[config.mk]
export PLATFORM = sky130hd
export DESIGN_NAME = bbc_back
export DESIGN_NICKNAME = d
export VERILOG_FILES = /design/src/sv/bbc_pkg.sv /design/src/sv/bbc_ram.sv /design/src/sv/bbc_back.sv
export SDC_FILE = /design/constraint.sdc
export NUM_CORES = 1
export LEC_CHECK = 0
export CAP_MARGIN = 20
export CELL_PAD_IN_SITES_DETAIL_PLACEMENT = 2
export CELL_PAD_IN_SITES_GLOBAL_PLACEMENT = 2
export CORE_MARGIN = 10
export CORE_UTILIZATION = 40
export CTS_BUF_LIST = sky130_fd_sc_hd__clkbuf_2
export CTS_CLUSTER_SIZE = 24
export DETAILED_ROUTE_END_ITERATION = 16
export DONT_BUFFER_PORTS = 1
export PLACE_DENSITY_LB_ADDON = 0.1
export SLEW_MARGIN = 40
export SYNTH_ARGS = -nofsm -noshare
export SYNTH_HDL_FRONTEND = slang
export SYNTH_SLANG_ARGS = --single-unit
[constraint.sdc]
create_clock -name clk -period 3.3 [get_ports clk]
set_input_delay 0.66 -clock clk [delete_from_list [all_inputs] [get_ports clk]]
set_output_delay 0.66 -clock clk [all_outputs]
set_load 0.005 [all_outputs]
[src/sv/bbc_pkg.sv]
// Shared types and constants for the bracket balance checker.
// No dependencies; every other file except bbc_ram imports this package.
package bbc_pkg;

	localparam int STACK_DEPTH_DEF = 16;
	localparam int FIFO_DEPTH      = 4;
	localparam int DEPTH_OUT_W     = 5;

	localparam logic [7:0] CH_LROUND  = 8'h28;	// (
	localparam logic [7:0] CH_RROUND  = 8'h29;	// )
	localparam logic [7:0] CH_LSQUARE = 8'h5B;	// [
	localparam logic [7:0] CH_RSQUARE = 8'h5D;	// ]
	localparam logic [7:0] CH_LCURLY  = 8'h7B;	// {
	localparam logic [7:0] CH_RCURLY  = 8'h7D;	// }

	typedef enum logic [1:0] {
		OP_NONE,
		OP_PUSH,
		OP_POP
	} op_t;

	typedef enum logic [1:0] {
		KIND_ROUND,
		KIND_SQUARE,
		KIND_CURLY
	} kind_t;

	typedef enum logic [2:0] {
		ERR_NONE,
		ERR_UNMATCHED,
		ERR_MISMATCH,
		ERR_UNCLOSED,
		ERR_OVERFLOW
	} err_t;

	// one classified character as it travels from front to back
	typedef struct packed {
		op_t   op;
		kind_t kind;
		logic  last;
	} bbc_op_t;

endpackage

[src/sv/bbc_ram.sv]
// Generic single-write, single-read RAM with registered read data.
// No dependencies.
module bbc_ram #(
	parameter int WIDTH = 2,
	parameter int DEPTH = 16
) (
	input  logic                                  clk,
	input  logic                                  we,
	input  logic [(DEPTH > 1 ? $clog2(DEPTH) : 1)-1:0] waddr,
	input  logic [WIDTH-1:0]                      wdata,
	input  logic [(DEPTH > 1 ? $clog2(DEPTH) : 1)-1:0] raddr,
	output logic [WIDTH-1:0]                      rdata
);

	logic [WIDTH-1:0] mem_q [DEPTH];

	always_ff @(posedge clk) begin
		if (we) begin
			mem_q[waddr] <= wdata;
		end
		rdata <= mem_q[raddr];
	end

endmodule

[src/sv/bbc_back.sv]
// Back end: runs the bracket stack, keeps the sticky error and emits results.
// Depends on bbc_pkg and bbc_ram.
module bbc_back
	import bbc_pkg::*;
#(
	parameter int STACK_DEPTH = STACK_DEPTH_DEF
) (
	input  logic       clk,
	input  logic       arst_n,
	input  logic       op_valid,
	output logic       op_ready,
	input  bbc_op_t    op,
	output logic       result_valid,
	input  logic       result_ready,
	output logic       is_valid,
	output logic [2:0] error_cause,
	output logic [DEPTH_OUT_W-1:0] final_depth
);

	localparam int DW = $clog2(STACK_DEPTH + 1);
	localparam int AW = (STACK_DEPTH > 1) ? $clog2(STACK_DEPTH) : 1;

	logic [DW-1:0] depth_q;
	err_t          err_q;
	kind_t         top_q;		// entry at depth-1
	logic [1:0]    below;		// entry at depth-2, from the RAM

	logic          exec;
	logic [DW-1:0] depth_op;
	err_t          err_op;
	kind_t         top_nxt;
	logic [DW-1:0] depth_nxt;
	err_t          err_nxt;
	err_t          cause;
	logic          we;
	logic [DW:0]   raddr_w;
	logic [DW+DEPTH_OUT_W-1:0] depth_ext;

	logic                   out_valid_q;
	logic                   is_valid_q;
	err_t                   cause_q;
	logic [DEPTH_OUT_W-1:0] depth_out_q;

	// a last beat needs the result slot; others never stall
	assign exec     = op_valid && (!op.last || !out_valid_q || result_ready);
	assign op_ready = exec;

	always_comb begin
		depth_op = depth_q;
		err_op   = err_q;
		top_nxt  = top_q;
		we       = 1'b0;
		if (exec && err_q == ERR_NONE) begin
			case (op.op)
				OP_PUSH: begin
					if (depth_q == DW'(STACK_DEPTH)) begin
						err_op = ERR_OVERFLOW;
					end else begin
						we       = 1'b1;
						depth_op = depth_q + 1'b1;
						top_nxt  = op.kind;
					end
				end
				OP_POP: begin
					if (depth_q == '0) begin
						err_op = ERR_UNMATCHED;
					end else begin
						depth_op = depth_q - 1'b1;
						top_nxt  = kind_t'(below);
						if (top_q != op.kind) begin
							err_op = ERR_MISMATCH;
						end
					end
				end
				default: begin
					depth_op = depth_q;
				end
			endcase
		end
	end

	always_comb begin
		cause = err_op;
		if (err_op == ERR_NONE && depth_op != '0) begin
			cause = ERR_UNCLOSED;
		end
		depth_nxt = depth_op;
		err_nxt   = err_op;
		if (exec && op.last) begin
			depth_nxt = '0;
			err_nxt   = ERR_NONE;
		end
	end

	assign depth_ext = {{DEPTH_OUT_W{1'b0}}, depth_op};
	// prefetch the entry under the new top for the next pop
	assign raddr_w   = {1'b0, depth_nxt} - (DW + 1)'(2);

	bbc_ram #(
		.WIDTH (2),
		.DEPTH (STACK_DEPTH)
	) u_stack (
		.clk   (clk),
		.we    (we),
		.waddr (depth_q[AW-1:0]),
		.wdata (op.kind),
		.raddr (raddr_w[AW-1:0]),
		.rdata (below)
	);

	always_ff @(posedge clk or negedge arst_n) begin
		if (!arst_n) begin
			depth_q     <= '0;
			err_q       <= ERR_NONE;
			out_valid_q <= 1'b0;
		end else begin
			depth_q <= depth_nxt;
			err_q   <= err_nxt;
			if (exec && op.last) begin
				out_valid_q <= 1'b1;
			end else if (result_ready) begin
				out_valid_q <= 1'b0;
			end
		end
	end

	always_ff @(posedge clk) begin
		top_q <= top_nxt;
		if (exec && op.last) begin
			is_valid_q  <= (cause == ERR_NONE);
			cause_q     <= cause;
			depth_out_q <= depth_ext[DEPTH_OUT_W-1:0];
		end
	end

	assign result_valid = out_valid_q;
	assign is_valid     = is_valid_q;
	assign error_cause  = cause_q;
	assign final_depth  = depth_out_q;

	a_depth_bound: assert property (@(posedge clk) disable iff (!arst_n)
		depth_q <= DW'(STACK_DEPTH))
		else $error("stack depth beyond capacity");

	a_clear_after_last: assert property (@(posedge clk) disable iff (!arst_n)
		(exec && op.last) |=> (depth_q == '0 && err_q == ERR_NONE))
		else $error("state not cleared after last beat");

	a_valid_vs_cause: assert property (@(posedge clk) disable iff (!arst_n)
		out_valid_q |-> (is_valid_q == (cause_q == ERR_NONE)))
		else $error("is_valid disagrees with error cause");

	a_sticky_holds: assert property (@(posedge clk) disable iff (!arst_n)
		(err_q != ERR_NONE && !(exec && op.last)) |=> err_q == $past(err_q))
		else $error("sticky error changed inside an expression");

endmodule

== After elaboration in Yosys (flattened, before gate mapping) ==
Memory sizes are Yosys's and may differ from the RTL's. A register that Yosys moved wholly into a read port is not among the register bits.
Cells that the tools add are included.
Widths: inputs -> output; s select.

* $add $sub $neg: 3
* Equality and inequality tests: 6
* Multiplexer cells: 22
* Reductions and logical operators: 16

{| class="wikitable"
|+ Operator list
! kind !! count
|-
| $mux 5 || 4
|-
| $mux 3 || 6
|-
| $pmux 5 s2 || 1
|-
| $logic_not 3->1 || 3
|-
| $mux 1 || 7
|-
| $pmux 3 s2 || 1
|-
| $add 5x1->5 const B || 1
|-
| $eq 5x5->1 const B || 1
|-
| $logic_not 5->1 || 1
|-
| $reduce_bool 5->1 || 1
|-
| $sub 5x1->5 const B || 1
|-
| $logic_and 1x1->1 || 4
|-
| $mux 2 || 2
|-
| $ne 2x2->1 const B || 2
|-
| $pmux 2 s2 || 1
|-
| $reduce_and 4->1 || 1
|-
| $reduce_bool 2->1 || 2
|-
| $sub 4x2->4 const B || 1
|-
| $eq 2x1->1 const B || 1
|-
| $eq 2x2->1 const B || 1
|-
| $logic_not 1->1 || 2
|-
| $logic_or 1x1->1 || 2
|-
| $ne 2x2->1 || 1
|}

* Bits in registers: 20
* RAM bits: 32
* Bits of input ports: 9
* Output and inout bits: 11
* Logic and storage cells: 55
* Memories kept: 1

{| class="wikitable"
|+ Memories
! name !! words !! width !! read ports !! clocked after Yosys merged registers in !! write ports !! RTL line !! text
|-
| u_stack.mem_q || 16 || 2 || 1 || 1 || 1 || bbc_ram.sv:15 || <nowiki>logic [WIDTH-1:0] mem_q [DEPTH];</nowiki>
|}

== Depth between registers and ports, before layout ==
* Depth after elaboration: 10
* Depth in mapped cells: 14

== By module ==
Synthesis repeated with hierarchy kept, for this count alone.

* Cells, all modules: 205
* Area total of the unflattened synthesis: 2603.7 um^2

{| class="wikitable"
|+ By module, submodules not included
! module !! instances !! cells each !! area each (um^2)
|-
| bbc_ram || 1 || 78 || 1380.1
|-
| bbc_back || 1 || 127 || 1223.7
|}

== Worst setup path before layout ==
Ideal clock, no wire load.

* Kind: input-to-reg
* From: in op[3] (netlist name)
* To: reg u_stack.rdata[0], read port of u_stack.mem_q
* Setup time: 88 ps
* Arrival time: 3053 ps
* Path slack: 159 ps
* Stages: 14
* Path buffers: 3
* Cells stage by stage: inv_1 -> ha_1 -> nor4_2 -> and3_1 -> buf_2 -> a221o_2 -> and2_4 -> buf_6 -> clkinv_4 -> ha_1 -> buf_6 -> nor2_1 -> o32a_2 -> o32ai_2

* Word-level cells in the longest chain between the ends: 5
* Elaborated cells on any way between the ends: 6

{| class="wikitable"
|+ Ends and longest elaborated chain
! item !! RTL line !! text
|-
| start, declared || bbc_back.sv:12 || <nowiki>input bbc_op_t op,</nowiki>
|-
| $eq 2x2->1 or $eq 2x1->1 (tied branches) || bbc_back.sv:54 || <nowiki>case (op.op)</nowiki>
|-
| $pmux 5 s2 * || bbc_back.sv:54 ||
|-
| $mux 5 * || bbc_back.sv:53 || <nowiki>if (exec && err_q == ERR_NONE) begin</nowiki>
|-
| named net depth_op[1] || bbc_back.sv:29 || <nowiki>logic [DW-1:0] depth_op;</nowiki>
|-
| $mux 5 * || bbc_back.sv:89 || <nowiki>if (exec && op.last) begin</nowiki>
|-
| named net depth_nxt[1] || bbc_back.sv:32 || <nowiki>logic [DW-1:0] depth_nxt;</nowiki>
|-
| $sub 4x2->4 * || bbc_back.sv:97 || <nowiki>assign raddr_w = {1'b0, depth_nxt} - (DW + 1)'(2);</nowiki>
|-
| end, declared || bbc_ram.sv:12 || <nowiki>output logic [WIDTH-1:0] rdata</nowiki>
|}

The timed path passes the listed nets; every way through them passes the cells marked *.
A chain may end at the register's enable or synchronous reset.

== Final worst setup path ==
* From: reg depth_q[0]
* To: reg u_stack.rdata[0], read port of u_stack.mem_q

* Word-level cells in the longest chain between the ends: 6
* Elaborated cells on any way between the ends: 10

{| class="wikitable"
|+ Ends and longest elaborated chain
! item !! RTL line !! text
|-
| start, declared || bbc_back.sv:23 || <nowiki>logic [DW-1:0] depth_q;</nowiki>
|-
| start signal, assigned || bbc_back.sv:117 || <nowiki>depth_q <= depth_nxt;</nowiki>
|-
| $sub 5x1->5, or another cell as far along || bbc_back.sv:68 || <nowiki>depth_op = depth_q - 1'b1;</nowiki>
|-
| $mux 5, on equally long branches || bbc_back.sv:65, bbc_back.sv:56 ||
|-
| $pmux 5 s2 * || bbc_back.sv:54 ||
|-
| $mux 5 * || bbc_back.sv:53 ||
|-
| named net depth_op[1] || bbc_back.sv:29 ||
|-
| $mux 5 * || bbc_back.sv:89 ||
|-
| $sub 4x2->4 * || bbc_back.sv:97 ||
|}

Marked as above.

==> impl_results.md <==
* Non-filler cells, final at 334
* Clock root cell: clkbuf_2
* Max VDD drop at 0.283 mV
* Final hold vios at 0
* Met1 wire length at 3760 um
* Vias at 2009
* Clk_skew at 0.0348 ns
* Setup Fix Bufs, Post-CTS at 0
* Worst-Margin Slew at 0.520 ns
* I/O Buffers at 0
* Commonest cells in the synthesized netlist: 43 x edfxtp_1, 26 x nor2_1, 15 x a21oi_1, 15 x nand2_1
* Dpl hpwl at 6000 um
* Compound-Gate Fraction of Synth Area at 13.2%
* Switching portion of total power at 37.6%
* Gr usage total at 15.4%
* FILL cells at 671
* Die X-Extent at 103 um
* # nets final at 270
* WP data required at 3.67 ns
* Synth cell types at 56
* Sequential Power Share at 44.5%
* Met3 wire length at 288 um
* IO Count at 20
* Placer Congestion at 0.949
* CP endpoint kind: flip-flop
* CP max FO at 10
* Met2 WL at 3800 um
* P_sw at 713 uW
* Core Region at 6720 um2
* Largest family of logic cells by synthesized area: simple AND/OR/NAND/NOR gates
* # setup viols final at 0
* Cell Area, Placed at 2870 um2
* Cts bufs inserted at 5
* Cell count after synthesis at 242
* Vias in the first global route at 2152
* Fin util at 43.9%
* Most frequent cell after synthesis: edfxtp_1
* Final Instance Area at 2950 um2
* Post-synth EDFFs at 43
* CTS Buffer Depth at 2
* Syn_area_per_cell at 11.3 um2
* Asr flop ratio synth at 16.7%
* Mux cell area share after synthesis at 3.12%
* Synth Net Count at 259
* Total gr overflow at 0
* Detailed-route DRC error count at 0
* First-pass GRT wire length at 12200 um
* Post-synthesis sequential area ratio at 57.1%
* Max-Cap Viols at 0
* Fin. max-slew vios at 0
* Vias per cell at 6.01
* Die H at 103 um
* Initial Util at 40.6%
* Top FF cell, synth: edfxtp_1
* Fmax at 316 MHz
* Antenna violations before repair at 0
* Clock sink count at 54
* Min Tclk post-route at 3.16 ns
* Antenna diodes at 0
* Crit share post-route at 95.8%
* H-tree levels at 2
* TNS Setup at 0 ns
* Drt initial violations at 134
* Area growth, synth to finish at 8.12%
* WL final at 8010 um
* Leak pwr at 0.00110 uW
* Post-route ant nets at 0
* Top Metal Used: met4
* Critical path type: flip-flop to flip-flop
* Post-Synth XOR/XNOR Area at 0.963%
* Iteration count of the initial detailed-routing pass at 4
* Row Count at 30
* Synth area leaders: edfxtp_1 47%, dfrtp_1 8.3%, ha_1 3.7%
* Fin Hold WS at 0.266 ns
* Synthesis Warnings at 0
* Simple-Gate Fraction of Synth Area at 17.3%
* Logic gate share of total power at 41.7%
* Synth Cell Area at 2730 um2
* Status: finished clean
* Internal power at 1180 uW
* CP arrival at 3.53 ns
* Worst skew pair latency at 0.46 ns
* Clock-pin slew on the worst setup and hold paths at 0.29 ns
* Largest net degree at the start of global routing at 19
* Layout cells sized above 1 at 15.4%
* Largest area contributor in the netlist: edfxtp_1
* #FFs+latches synth at 54
* Clk pwr share at 13.9%
* Synth Area in Adders at 3.67%
* Max_slew headroom at 65.3%
* Drt wl/cell at 24.0 um
* Placed insts at 325
* CTS tree: done
* PwrDens at 643 nW/um2
* Top cell type's share of synthesized area at 47.3%
* Hold crit path type: input pin to flip-flop
* Die ar. at 10500 um2
* Worst setup SP type: flip-flop
-- flip-flops by register name (all words and copies together) (netlist names) --
| name | flops |
|---|---|
| err_q | 3 |
| depth_q | 5 |
| u_stack.rdata | 2 |
| final_depth | 5 |
| u_stack.mem_q | 32 |
| error_cause | 3 |
| result_valid | 1 |
| is_valid | 1 |
| top_q | 2 |
-- worst paths after layout --
check / slack, ns / to / cells past startpoint / start
worst max-delay path: 0.14 / u_stack.rdata[0]$_DFF_P_ / 11 / depth_q[0]$_DFF_PN0_
worst max register to register: 0.14 / u_stack.rdata[0]$_DFF_P_ / 11 / depth_q[0]$_DFF_PN0_
max in group asynchronous: 2.38 / depth_q[1]$_DFF_PN0_ / 1 / arst_n
min in group asynchronous: 0.56 / depth_q[3]$_DFF_PN0_ / 1 / arst_n
worst min-delay path: 0.27 / u_stack.mem_q[10][0]$_DFFE_PP_ / 0 / op[1]
worst min register to register: 0.59 / top_q[0]$_DFFE_PP_ / 1 / u_stack.rdata[0]$_DFF_P_
-- layout make-up --
cell class              count  area, um2  area share [%]
clock buffers               5       25.0           0.849
well taps                  80        100            3.39
inverters                  14       57.6            1.95
multi-input cells         162       1070            36.3
repair buffers             16        123            4.16
flip-flops and latches     54       1560            52.8
clock inverters             3       16.3           0.552
-- power by group through the flow --
stage               Clock, uW  Sequential, uW  Combinational (uW)
floorplan                   0             854                 503
global placement            0             860                 700
detailed placement          0             860                 745
CTS                       264             845                 753
global route              289             850                 869
finish                    263             843                 790
-- logic make-up (layout without fill, tap and decap cells) --
family | count (synthesis) | count (layout)
DFF | 54 | 54
xor gates and xnor gates | 3 | 3
muxes | 8 | 8
adders and majority gates | 8 | 8
buffers and inverters | 26 | 38
and+or+nand+nor | 91 | 91
AOI/OAI and AO/OA | 52 | 52
-- per-layer routing --
layer	vias up	track usage, %
li1	921	-
met1	1028	21.1
met2	43	23.7
met3	17	2.95
met4	0	5.53
met5	-	0
-- critical path, stage by stage (launching register included) --
cell and delay, ns:
dfrtp_1 0.44, inv_1 0.11, ha_1 0.27, or4b_4 0.54, a22o_1 0.21, a221o_2 0.37, and2_4 0.18, clkinv_4 0.07
ha_4 0.22, nor2_1 0.10, o32a_2 0.40, o32ai_2 0.21
-- through the flow --
step	setup WS [ns]	total power, uW
detailed placement	-0.0104	1610
global route	-0.0697	2010
floorplan	0.159	1360
CTS	0.0197	1860
global placement	0.158	1560
finish	0.140	1900
-- repair_timing --
action / CTS / global route
gates cloned: 0 / 0
setup endpoints to repair: 2 / 2
gates resized for setup: 1 / 3
hold endpoints to repair: 9 / 0
hold buffers: 1 / 0
-- cells in the final DEF, fill, tap and decap left out, types with 2 or more instances in the layout --
cell	synthesis	layout
clkinv_4	1	2
nand3b_1	2	2
clkbuf_2	0	5
nand4_1	3	3
inv_1	13	13
xnor2_1	2	2
dfrtp_1	9	9
mux2_2	4	4
a32o_1	2	2
o311ai_0	2	2
nand2b_1	3	3
clkinv_1	0	2
a21oi_1	15	15
nor2b_1	2	2
a22oi_1	2	2
buf_4	0	15
and3_1	3	3
nor2_2	2	2
and2_1	3	3
dfxtp_1	2	2
o22ai_1	2	2
o2111ai_1	2	2
nor3_1	8	8
nor2_1	26	26
nand2_1	15	15
ha_1	8	7
a211oi_1	2	2
o21ai_0	11	11
edfxtp_1	43	43
nand3_1	13	13
mux2i_1	4	4
Power figures use the tool's default switching activity.
